**config.mk**
```make
export PLATFORM = sky130hd
export DESIGN_NAME = sgb_csr
export DESIGN_NICKNAME = d
export VERILOG_FILES = /design/src/design/sgb_pkg.sv /design/src/design/sgb_csr.sv
export SDC_FILE = /design/constraint.sdc
export NUM_CORES = 1
export LEC_CHECK = 0
export CAP_MARGIN = 15
export CORE_AREA = 2 2 137 139
export CTS_CLUSTER_SIZE = 40
export DETAILED_ROUTE_END_ITERATION = 7
export DIE_AREA = 0 0 139 141
export DONT_BUFFER_PORTS = 1
export PLACE_DENSITY_LB_ADDON = 0.05
export SETUP_SLACK_MARGIN = 0.02
export SLEW_MARGIN = 10
export SYNTH_ARGS = -nofsm -noshare
export SYNTH_HDL_FRONTEND = slang
export SYNTH_SLANG_ARGS = --single-unit
```
**constraint.sdc**
```tcl
create_clock -name clock -period 1.5 [get_ports clock]
set_input_delay 0.3 -clock clock [delete_from_list [all_inputs] [get_ports clock]]
set_output_delay 0.3 -clock clock [all_outputs]
set_load 0.005 [all_outputs]
```
**src/design/sgb_pkg.sv**
```systemverilog
// ----------------------------------------------------------------------------
// Separable blur package
// Shared constants, configuration and control types, and small helpers for
// tap lookup, border mirroring and 8-bit saturation.
// ----------------------------------------------------------------------------
`default_nettype none

package sgb_pkg;

   localparam int MAX_WIDTH_DEF  = 1024;
   localparam int MAX_RADIUS_DEF = 11;
   localparam int HEIGHT_LIMIT   = 4096;

   localparam int ROW_W  = 12;
   localparam int IROW_W = 13;
   localparam int HGT_W  = 13;

   localparam logic [2:0] CSR_FRAME_WIDTH  = 3'd0;
   localparam logic [2:0] CSR_FRAME_HEIGHT = 3'd1;
   localparam logic [2:0] CSR_BLUR_RADIUS  = 3'd2;
   localparam logic [2:0] CSR_TAP_LOW      = 3'd3;
   localparam logic [2:0] CSR_TAP_MID      = 3'd4;
   localparam logic [2:0] CSR_TAP_HIGH     = 3'd5;

   localparam logic [10:0] FRAME_WIDTH_RST  = 11'd640;
   localparam logic [12:0] FRAME_HEIGHT_RST = 13'd480;
   localparam logic [3:0]  BLUR_RADIUS_RST  = 4'd0;
   localparam logic [63:0] TAP_LOW_RST      = 64'd32768;

   typedef struct packed {
      logic [10:0]  frame_width;
      logic [12:0]  frame_height;
      logic [3:0]   blur_radius;
      logic [191:0] taps;
   } cfg_type;

   typedef struct packed {
      logic capture;
      logic calc;
      logic update;
      logic blur_start;
      logic emit;
   } cmd_type;

   typedef struct packed {
      logic skip;
      logic produce;
      logic blur_done;
      logic out_free;
   } status_type;

   function automatic logic [15:0] tap_of(input logic [191:0] taps, input logic [3:0] k);
      return taps[{k, 4'b0000} +: 16];
   endfunction

   function automatic logic [7:0] sat8(input logic [31:0] acc);
      logic [16:0] v;
      v = acc[31:15];
      return (v > 17'd255) ? 8'hFF : v[7:0];
   endfunction

   function automatic logic [13:0] mirror_coord(input logic [13:0] c,
                                                input logic signed [5:0] r,
                                                input logic [13:0] n);
      logic signed [15:0] sc;
      logic signed [15:0] sn;
      logic signed [15:0] sr;
      logic signed [15:0] p;
      sc = signed'({2'b00, c});
      sn = signed'({2'b00, n});
      sr = 16'(r);
      p  = sc + sr;
      if (p < 16'sd0 || p >= sn) begin
         p = sc - sr;
      end
      if (p < 16'sd0) begin
         p = 16'sd0;
      end
      if (p >= sn) begin
         p = sn - 16'sd1;
      end
      return p[13:0];
   endfunction

endpackage

`default_nettype wire

```
**src/design/sgb_csr.sv**
```systemverilog
// ----------------------------------------------------------------------------
// Separable blur configuration registers
// Holds frame size, radius and tap words, written through the csr channel.
// ----------------------------------------------------------------------------
`default_nettype none

module sgb_csr (
   input  wire logic            clock,
   input  wire logic            reset,
   input  wire logic            csr_valid,
   output logic                 csr_ready,
   input  wire logic [2:0]      csr_index,
   input  wire logic [63:0]     csr_wdata,
   output sgb_pkg::cfg_type     cfg
);

   logic [10:0] frame_width_ff;
   logic [12:0] frame_height_ff;
   logic [3:0]  blur_radius_ff;
   logic [63:0] tap_low_ff;
   logic [63:0] tap_mid_ff;
   logic [63:0] tap_high_ff;

   assign csr_ready = 1'b1;

   always_ff @(posedge clock) begin
      if (reset) begin
         frame_width_ff  <= sgb_pkg::FRAME_WIDTH_RST;
         frame_height_ff <= sgb_pkg::FRAME_HEIGHT_RST;
         blur_radius_ff  <= sgb_pkg::BLUR_RADIUS_RST;
         tap_low_ff      <= sgb_pkg::TAP_LOW_RST;
         tap_mid_ff      <= '0;
         tap_high_ff     <= '0;
      end else if (csr_valid) begin
         case (csr_index)
            sgb_pkg::CSR_FRAME_WIDTH:  frame_width_ff  <= csr_wdata[10:0];
            sgb_pkg::CSR_FRAME_HEIGHT: frame_height_ff <= csr_wdata[12:0];
            sgb_pkg::CSR_BLUR_RADIUS:  blur_radius_ff  <= csr_wdata[3:0];
            sgb_pkg::CSR_TAP_LOW:      tap_low_ff      <= csr_wdata;
            sgb_pkg::CSR_TAP_MID:      tap_mid_ff      <= csr_wdata;
            sgb_pkg::CSR_TAP_HIGH:     tap_high_ff     <= csr_wdata;
            default: begin
            end
         endcase
      end
   end

   always_comb begin
      cfg.frame_width  = frame_width_ff;
      cfg.frame_height = frame_height_ff;
      cfg.blur_radius  = blur_radius_ff;
      cfg.taps         = {tap_high_ff, tap_mid_ff, tap_low_ff};
   end

endmodule

`default_nettype wire

```
==> results.yml <==
status:
  status: "completed"
sta:
  drv_slew: 0
  clock.fmax_mhz: 781
  period_minus_slack_ps: 1280
  fin_worst_skew_ps: 0
  worst_hold_slack_ps: 13.9
  worst_slack_ps: 220
  worst_slew_pin_slew_ps: 932
  finalSetupViolCount: 0
  rsz0062_at_grt: "no"
  tns_ps: 0
  timing.slew.headroom: 0.379
  finalCritPeriodShare: 0.854
  hold_violations: 0
cells_and_area:
  fin_nets: 930
  drive_gt1_frac: 0.0604
  final_area_um2: 10700
  synthToLayoutAreaGrowth_pct: 21.6
cts:
  cts_max_level: 1
  insertion_delay_ps: 500
  cts-buffers-inserted: 24
  cts_tree: "built"
  clock_path_buffers: 3
  clkTransAtPathRegs_ps: 60
  post_cts_buffers: 0
  cts_sinks: 220
  cts-root-buf: "clkbuf_16"
routing:
  drc: 0
  dr_wl_met2_um: 11600
  viasPerCell: 5.32
  wl_um: 23800
  drtIter0Drc: 235
  wl_met3_um: 2430
  dr.pass1.iters: 4
  wire_per_inst_um: 21.4
  ant_nets: 0
  via_count: 5914
  wl_met1_um: 9410
  routed.top_layer: "met4"
worst_setup_path:
  path_max_fanout: 11
  end_kind: "flop"
  criticalPathCategory: "input pin to flop"
  start_kind: "input pin"
  cp_top_family: "simple AND/OR/NAND/NOR gates"
  path_cells: "or4b_4 -> mux2i_1 -> dlygate4sd3_1"
  cp_slowest_cell: "or4b_4"
  crit_arrival_ps: 1670
  r2r_setup_slack_ps: 250
  critPathBufInv: 1
  max_stage_delay_ps: 650
  crit_required_ps: 1890
synth:
  synth_cells: 796
  synth.avg_cell_area_um2: 11.0
  synth_nets: 866
  synth_seq_cells: 220
  ys_types: 14
  syn_area_um2: 8780
  yosys_warnings: 0
  seq_area_frac_synth: 0.501
job:
  maxCapViolations: 0
grt:
  grt_pass1_vias: 6175
  grt_first_pass_wirelength_um: 36200
  grt_usage: 0.235
  antenna_found_initial: 0
  grt_max_degree: 143
  grt_overflow_total: 0
power:
  power_w: 0.0129
  powerDensity_nw_per_um2: 1210
  power_leakage_nw: 4.62
  peakVddDrop_v: 0.000960
placed_design:
  place_congestion: 0.768
  place_ws_ps: 229
  placed_cell_area_um2: 8990
  io_buffer_count: 0
  dp_hpwl_um: 13700
floorplanning:
  fp.coreArea_um2: 18300
  pin_count: 291
  start_util: 0.481
  die_area_um2: 19600
  die-height_um: 141
  die_x_um: 139
  rows: 50
hold_path:
  hp-class: "input pin to flop"
-- area by class of cell --
| class | count | area, µm² |
|---|---|---|
| Fill cell | 1525 | 7590 |
| Sequential cell | 220 | 4400 |
| Multi-Input combinational cell | 519 | 4110 |
| Timing Repair Buffer | 95 | 1040 |
| Clock buffer | 36 | 717 |
| Tap cell | 234 | 293 |
| Clock inverter | 7 | 113 |
| Antenna cell | 1 | 2.50 |
-- metal layers --
metal  up-vias  GRT usage
met5         -          0
li1       2747          -
met1      2912      0.276
met3        32     0.0910
met4         0     0.0595
met2       223      0.403
-- power breakdown --
| part | internal (W) | switching (W) |
|---|---|---|
| Combinational | 0.000375 | 0.000325 |
| Clock | 0.00381 | 0.00229 |
| Sequential | 0.00597 | 0.000119 |
| Total | 0.0102 | 0.00273 |
-- layout by cell type (no fill, tap or decap), types with 2 or more instances in the layout --
cell type / count
clkbuf_8: 5
nor2_1: 13
buf_12: 8
dfxtp_1: 220
nand2b_1: 277
clkbuf_1: 6
nand4b_1: 2
buf_4: 3
clkbuf_16: 25
mux2i_1: 220
nand4bb_1: 2
bufinv_16: 3
dlygate4sd3_1: 82
clkinv_2: 3
-- synth_stat cells, drive strengths merged --
cell / number / area (µm²)
nor4bb: 1 / 10.0
dfxtp: 220 / 4400
nand2b: 277 / 1730
nand4bb: 3 / 33.8
clkbuf: 30 / 113
and4b: 1 / 10.0
or4b: 1 / 13.8
buf: 27 / 193
conb: 1 / 3.75
mux2i: 220 / 2200
nor2: 13 / 48.8
nand4b: 2 / 17.5
-- sequential cells by signal (all words and copies together), names as in the netlist --
name             cells
tap_low_ff          64
tap_mid_ff          64
frame_height_ff     13
frame_width_ff      11
tap_high_ff         64
blur_radius_ff       4
-- cell families after synthesis --
logic type	after synthesis	synth area share
buffers and inverters	57	0.0348
DFF	220	0.501
muxes	220	0.251
other	1	0.000427
and+or+nand+nor	298	0.213
-- stage by stage --
stage | cells | util
global placement | 984 | 0.492
detailed placement | 984 | 0.492
CTS | 1110 | 0.584
finish | 1112 | 0.585
floorplan | 796 | -
global route | 1111 | 0.585
-- worst paths after layout --
kind | end | cells past startpoint | startpoint
max reg2reg | tap_mid_ff[39] | 3 | tap_mid_ff[39]
min reg2reg | tap_low_ff[57] | 2 | tap_low_ff[57]
max | frame_width_ff[7] | 3 | csr_index[1]
min | tap_high_ff[51] | 2 | csr_wdata[51]
-- timing repair --
| item | 4_1_cts | 5_1_grt |
|---|---|---|
| resized for setup | 0 | 1 |
| endpoints found under the hold margin | 146 | 1 |
| endpoints found under the setup margin | 0 | 4 |
| hold buffers | 83 | 1 |
No activity file was read; power rests on OpenSTA's default activity.
