===== src/design/sgb_pkg.sv =====
// ----------------------------------------------------------------------------
// Separable blur package
// Shared constants, configuration and control types, and small helpers for
// tap lookup, border mirroring and 8-bit saturation.
// ----------------------------------------------------------------------------
`default_nettype none

package sgb_pkg;

   localparam int MAX_WIDTH_DEF  = 1024;
   localparam int MAX_RADIUS_DEF = 11;
   localparam int HEIGHT_LIMIT   = 4096;

   localparam int ROW_W  = 12;
   localparam int IROW_W = 13;
   localparam int HGT_W  = 13;

   localparam logic [2:0] CSR_FRAME_WIDTH  = 3'd0;
   localparam logic [2:0] CSR_FRAME_HEIGHT = 3'd1;
   localparam logic [2:0] CSR_BLUR_RADIUS  = 3'd2;
   localparam logic [2:0] CSR_TAP_LOW      = 3'd3;
   localparam logic [2:0] CSR_TAP_MID      = 3'd4;
   localparam logic [2:0] CSR_TAP_HIGH     = 3'd5;

   localparam logic [10:0] FRAME_WIDTH_RST  = 11'd640;
   localparam logic [12:0] FRAME_HEIGHT_RST = 13'd480;
   localparam logic [3:0]  BLUR_RADIUS_RST  = 4'd0;
   localparam logic [63:0] TAP_LOW_RST      = 64'd32768;

   typedef struct packed {
      logic [10:0]  frame_width;
      logic [12:0]  frame_height;
      logic [3:0]   blur_radius;
      logic [191:0] taps;
   } cfg_type;

   typedef struct packed {
      logic capture;
      logic calc;
      logic update;
      logic blur_start;
      logic emit;
   } cmd_type;

   typedef struct packed {
      logic skip;
      logic produce;
      logic blur_done;
      logic out_free;
   } status_type;

   function automatic logic [15:0] tap_of(input logic [191:0] taps, input logic [3:0] k);
      return taps[{k, 4'b0000} +: 16];
   endfunction

   function automatic logic [7:0] sat8(input logic [31:0] acc);
      logic [16:0] v;
      v = acc[31:15];
      return (v > 17'd255) ? 8'hFF : v[7:0];
   endfunction

   function automatic logic [13:0] mirror_coord(input logic [13:0] c,
                                                input logic signed [5:0] r,
                                                input logic [13:0] n);
      logic signed [15:0] sc;
      logic signed [15:0] sn;
      logic signed [15:0] sr;
      logic signed [15:0] p;
      sc = signed'({2'b00, c});
      sn = signed'({2'b00, n});
      sr = 16'(r);
      p  = sc + sr;
      if (p < 16'sd0 || p >= sn) begin
         p = sc - sr;
      end
      if (p < 16'sd0) begin
         p = 16'sd0;
      end
      if (p >= sn) begin
         p = sn - 16'sd1;
      end
      return p[13:0];
   endfunction

endpackage

`default_nettype wire


===== src/design/sgb_ctrl.sv =====
// ----------------------------------------------------------------------------
// Separable blur controller
// Sequences one request at a time through capture, position update, output
// decision and, for a result, the blur sweep and the output hand-off.
// ----------------------------------------------------------------------------
`default_nettype none

module sgb_ctrl (
   input  wire logic                clock,
   input  wire logic                reset,
   input  wire logic                req_valid,
   output logic                     req_ready,
   input  wire sgb_pkg::status_type status,
   output sgb_pkg::cmd_type         cmd
);

   typedef enum logic [5:0] {
      ST_IDLE   = 6'b000001,
      ST_CALC   = 6'b000010,
      ST_UPDATE = 6'b000100,
      ST_NEED   = 6'b001000,
      ST_BLUR   = 6'b010000,
      ST_EMIT   = 6'b100000
   } state_type;

   state_type state_ff;
   state_type state_in;

   assign req_ready = (state_ff == ST_IDLE);

   always_comb begin
      state_in = state_ff;
      cmd      = '0;
      case (state_ff)
         ST_IDLE: begin
            if (req_valid) begin
               cmd.capture = 1'b1;
               state_in    = ST_CALC;
            end
         end
         ST_CALC: begin
            cmd.calc = 1'b1;
            state_in = ST_UPDATE;
         end
         ST_UPDATE: begin
            cmd.update = 1'b1;
            state_in   = status.skip ? ST_IDLE : ST_NEED;
         end
         ST_NEED: begin
            if (status.produce) begin
               cmd.blur_start = 1'b1;
               state_in       = ST_BLUR;
            end else begin
               state_in = ST_IDLE;
            end
         end
         ST_BLUR: begin
            if (status.blur_done) begin
               state_in = ST_EMIT;
            end
         end
         ST_EMIT: begin
            if (status.out_free) begin
               cmd.emit = 1'b1;
               state_in = ST_IDLE;
            end
         end
         default: begin
            state_in = ST_IDLE;
         end
      endcase
   end

   always_ff @(posedge clock) begin
      if (reset) begin
         state_ff <= ST_IDLE;
      end else begin
         state_ff <= state_in;
      end
   end

   a_done_in_blur: assert property (@(posedge clock) disable iff (reset)
      status.blur_done |-> state_ff == ST_BLUR)
      else $error("Blur sweep finished outside the blur state.");

   a_start_enters_blur: assert property (@(posedge clock) disable iff (reset)
      cmd.blur_start |=> state_ff == ST_BLUR)
      else $error("Blur start did not enter the blur state.");

   a_emit_holds: assert property (@(posedge clock) disable iff (reset)
      (state_ff == ST_EMIT && !status.out_free) |=> state_ff == ST_EMIT)
      else $error("Result left the emit state while the output was busy.");

endmodule

`default_nettype wire


===== config.mk =====
export PLATFORM = sky130hd
export DESIGN_NAME = sgb_ctrl
export DESIGN_NICKNAME = d
export VERILOG_FILES = /design/src/design/sgb_pkg.sv /design/src/design/sgb_ctrl.sv
export SDC_FILE = /design/constraint.sdc
export NUM_CORES = 1
export LEC_CHECK = 0
export ABC_AREA = 1
export BUFFER_PORTS_ARGS = -buffer_cell sky130_fd_sc_hd__buf_4
export CORE_AREA = 5 5 42 44
export DETAILED_ROUTE_END_ITERATION = 7
export DIE_AREA = 0 0 47 49
export GPL_ROUTABILITY_DRIVEN = 0
export PLACE_DENSITY = 0.55
export RECOVER_POWER = 100
export SYNTH_ARGS = -nofsm -noshare
export SYNTH_HDL_FRONTEND = slang
export SYNTH_SLANG_ARGS = --single-unit

===== constraint.sdc =====
create_clock -name clock -period 1 [get_ports clock]
set_input_delay 0.2 -clock clock [delete_from_list [all_inputs] [get_ports clock]]
set_output_delay 0.2 -clock clock [all_outputs]
set_load 0.005 [all_outputs]

==> results by group <==
Setup path
  – RR Startpoint: state_ff[5]$_SDFFE_PP0P_
  – Crit. End Element: primary output
  – Worst path required time: approximately 0.80 ns
  – Buf/Inv on CP: 2
  – Slowest CP cell: dfxtp_2
  – Crit-path cells: nor2_4 > nand3_2 > inv_1 > buf_4
  – Crit Path Class: flop to primary output
  – Worst setup SP type: flop
  – Start point of the critical path: state_ff[5]$_SDFFE_PP0P_
  – FF-to-FF setup slack: -0.26 ns
  – Critical path's top delay family: simple AND/OR/NAND/NOR gates
  – Critical path peak fanout: 6
  – RR Endpoint: state_ff[0]$_SDFFE_PP1P_
  – Crit path DAT: 1.15 ns
  – CP peak stage delay: ~0.33 ns
  – Worst reg-to-reg path cell count: 9

Yosys
  – Synthesized net count: 67
  – Synth top area share: a little under a third
  – Most common library cells after synthesis: 16 x inv_1, 8 x nor2_1, 7 x nand3_1
  – Post-synth EDFFs: 0
  – FFs w/ async S/R, synth: 0%
  – Seq/Total Area, Yosys: between 30% and 40%
  – Top post-synthesis cells by area: dfxtp_1 30%, inv_1 15%, nand3_1 8.8%
  – Synth unique cells: 15
  – Flip-flop and latch count after synthesis: 6
  – Ys Warns: 0
  – Most common cell in the netlist: inv_1
  – Syn avg cell area: approximately 6.6 µm²
  – Mapped Area: between 300 and 400 µm²
  – Post-Syn Instances: 60
  – Top FF cell, synth: dfxtp_1
  – Largest area contributor in the netlist: dfxtp_1

Floorplanning
  – DIE AREA: around 2300 µm²
  – Die width: around 47 µm
  – Starting Density: between 20 and 30%
  – Die Y: roughly 49 µm
  – IO Pins: 13
  – Core area: between 1000 and 1500 µm²
  – Row count: 14

Route
  – DRC: 0
  – TritonRoute pass-1 iters: 4
  – Via count: around 480
  – Via density: around 4.6
  – Routed len/inst: about 11 µm
  – Post-DRT Antenna Nets: 0
  – DR iter-0 viols: 4
  – Routed wire length: 1130 µm

Clock network
  – Cts-stage hold buffer count: 0
  – Clk slew on worst S/H paths: 0.05 ns
  – Num CTS Buffers: 3
  – Worst-Skew Late Latency: around 0.26 ns
  – H-tree Lvls: 1
  – Clock Path Buffers: 2
  – Root Driver: clkbuf_4
  – CTS tree: yes
  – Clk sink count: 6

Finish
  – Register area: 130 µm²
  – Largest register by flop count: state_ff
  – Largest registers: state_ff (6)
  – Share of layout cells above drive strength 1: 56.3%
  – Area grow syn2layout: 70.4%
  – Antenna diodes: 0
  – Final Instance Area: around 680 µm²
  – Fillers: about 150
  – Final nets: 96
  – Area of the multi-input gates: 254 µm²
  – Max reg flops: 6

Global routing
  – GRT Overall Usage: approximately 10%
  – GRT overflow: 0
  – First-pass GRT wire length: around 1700 µm
  – Vias in the first global route: around 420
  – Initial antenna violation count: 0
  – Largest net degree at the start of global routing: 7

STA
  – Setup-failing EPs final: 11
  – Worst-Margin Slew: between 0.2 and 0.25 ns
  – Final hold vios: 0
  – Max-slew violations: 0
  – Worst-case clock skew: ~0.0036 ns
  – Max_slew headroom: a little under nine tenths
  – Final Cycle Share: 135%
  – Hold slack: roughly 0.14 ns
  – Fmax: roughly 0.74 GHz
  – Minimum clock period: between 1 and 1.5 ns
  – RSZ-0062 raised after global routing: yes
  – Final worst slack: -0.348 ns

Placement
  – DP HPWL: roughly 750 µm
  – I/O Buffers: 12
  – Placed cell areas: around 530 µm²

Worst hold path
  – Hold EP: state_ff[4]$_SDFFE_PP0P_
  – Hold Path Depth: 2
  – Hold Startpoint: reset
  – Min-Delay Path Class: input port to flop

Power and ir drop
  – Leakage: 0.340 nW
  – Power per cell area: around 1000 nW/µm²
  – Worst VDD drop: between 0.5 and 0.6 mV

Status
  – Status: finished, violations left
  – Failing checks: negative setup slack

Run
  – Max-cap viol count: 0
==> power by group <==
| group | switching (mW) | leakage (nW) | internal (mW) | total [mW] |
|---|---|---|---|---|
| registers | 0.0128 | 0.0513 | 0.249 | 0.262 |
| logic | 0.0912 | 0.275 | 0.108 | 0.199 |
| clock network | 0.105 | 0.0138 | 0.137 | 0.242 |
| total | 0.209 | 0.340 | 0.494 | 0.703 |
==> layer usage <==
layer / vias up / wire length, µm / GRT usage, %
li1: 246 / - / -
met1: 207 / 473 / 12.3
met4: 0 / 44 / 8.29
met5: - / 0 / 0
met3: 5 / 94 / 2.21
met2: 19 / 519 / 14.3
==> what timing repair did <==
action                     in CTS  in global routing
pin swaps                       7                  6
resized for setup              11                  6
hold endpoints to repair        0                  0
buffers inserted                7                  3
setup endpoints to repair      10                 11
==> layout by cell type (no fill, tap or decap) <==
cell type	n
or2_0	1
nor2_4	4
inv_1	14
a21oi_1	1
nand2_1	5
nand3_2	3
nor2_2	4
dfxtp_4	1
nor3_1	1
nor2_1	5
a211oi_1	1
o21ai_0	1
inv_2	2
buf_6	3
dfxtp_2	5
nor3_2	1
buf_4	21
a21oi_2	1
nand3_1	4
clkbuf_4	3
nand4_1	5
nand3_4	1
==> cell type report <==
type,count,area share (%)
clock buffer,3,3.32
sequential,6,19.2
inverter,16,8.86
timing repair buffer,24,28.2
tap,16,2.95
multi-input combinational,38,37.5
==> worst max-delay path by stage <==
stage                                to  cells past startpoint
2_1_floorplan  state_ff[0]$_SDFFE_PP1P_                      6
3_3_place_gp                     cmd[1]                      4
3_5_place_dp                     cmd[4]                      4
4_1_cts                          cmd[4]                      4
5_1_grt                          cmd[4]                      4
6_report                      req_ready                      4
==> metrics by stage <==
step / util (%) / TNS (ns) / power, mW / setup WS [ns] / std cells
floorplan: - / -0.0355 / 0.340 / -0.0200 / 60
global placement: 37.9 / -0.829 / 0.410 / -0.149 / 90
detailed placement: 37.9 / -0.953 / 0.413 / -0.159 / 90
CTS: 45.7 / -2.66 / 0.694 / -0.349 / 100
global route: 48.4 / -3.34 / 0.726 / -0.391 / 103
finish: 48.4 / -2.82 / 0.703 / -0.348 / 103
==> cells by family after synthesis <==
group	synth area share (%)
buf+inv	15.1
compound gates	5.66
flops	30.2
simple gates	49.1
Power figures use the tool's default switching activity.
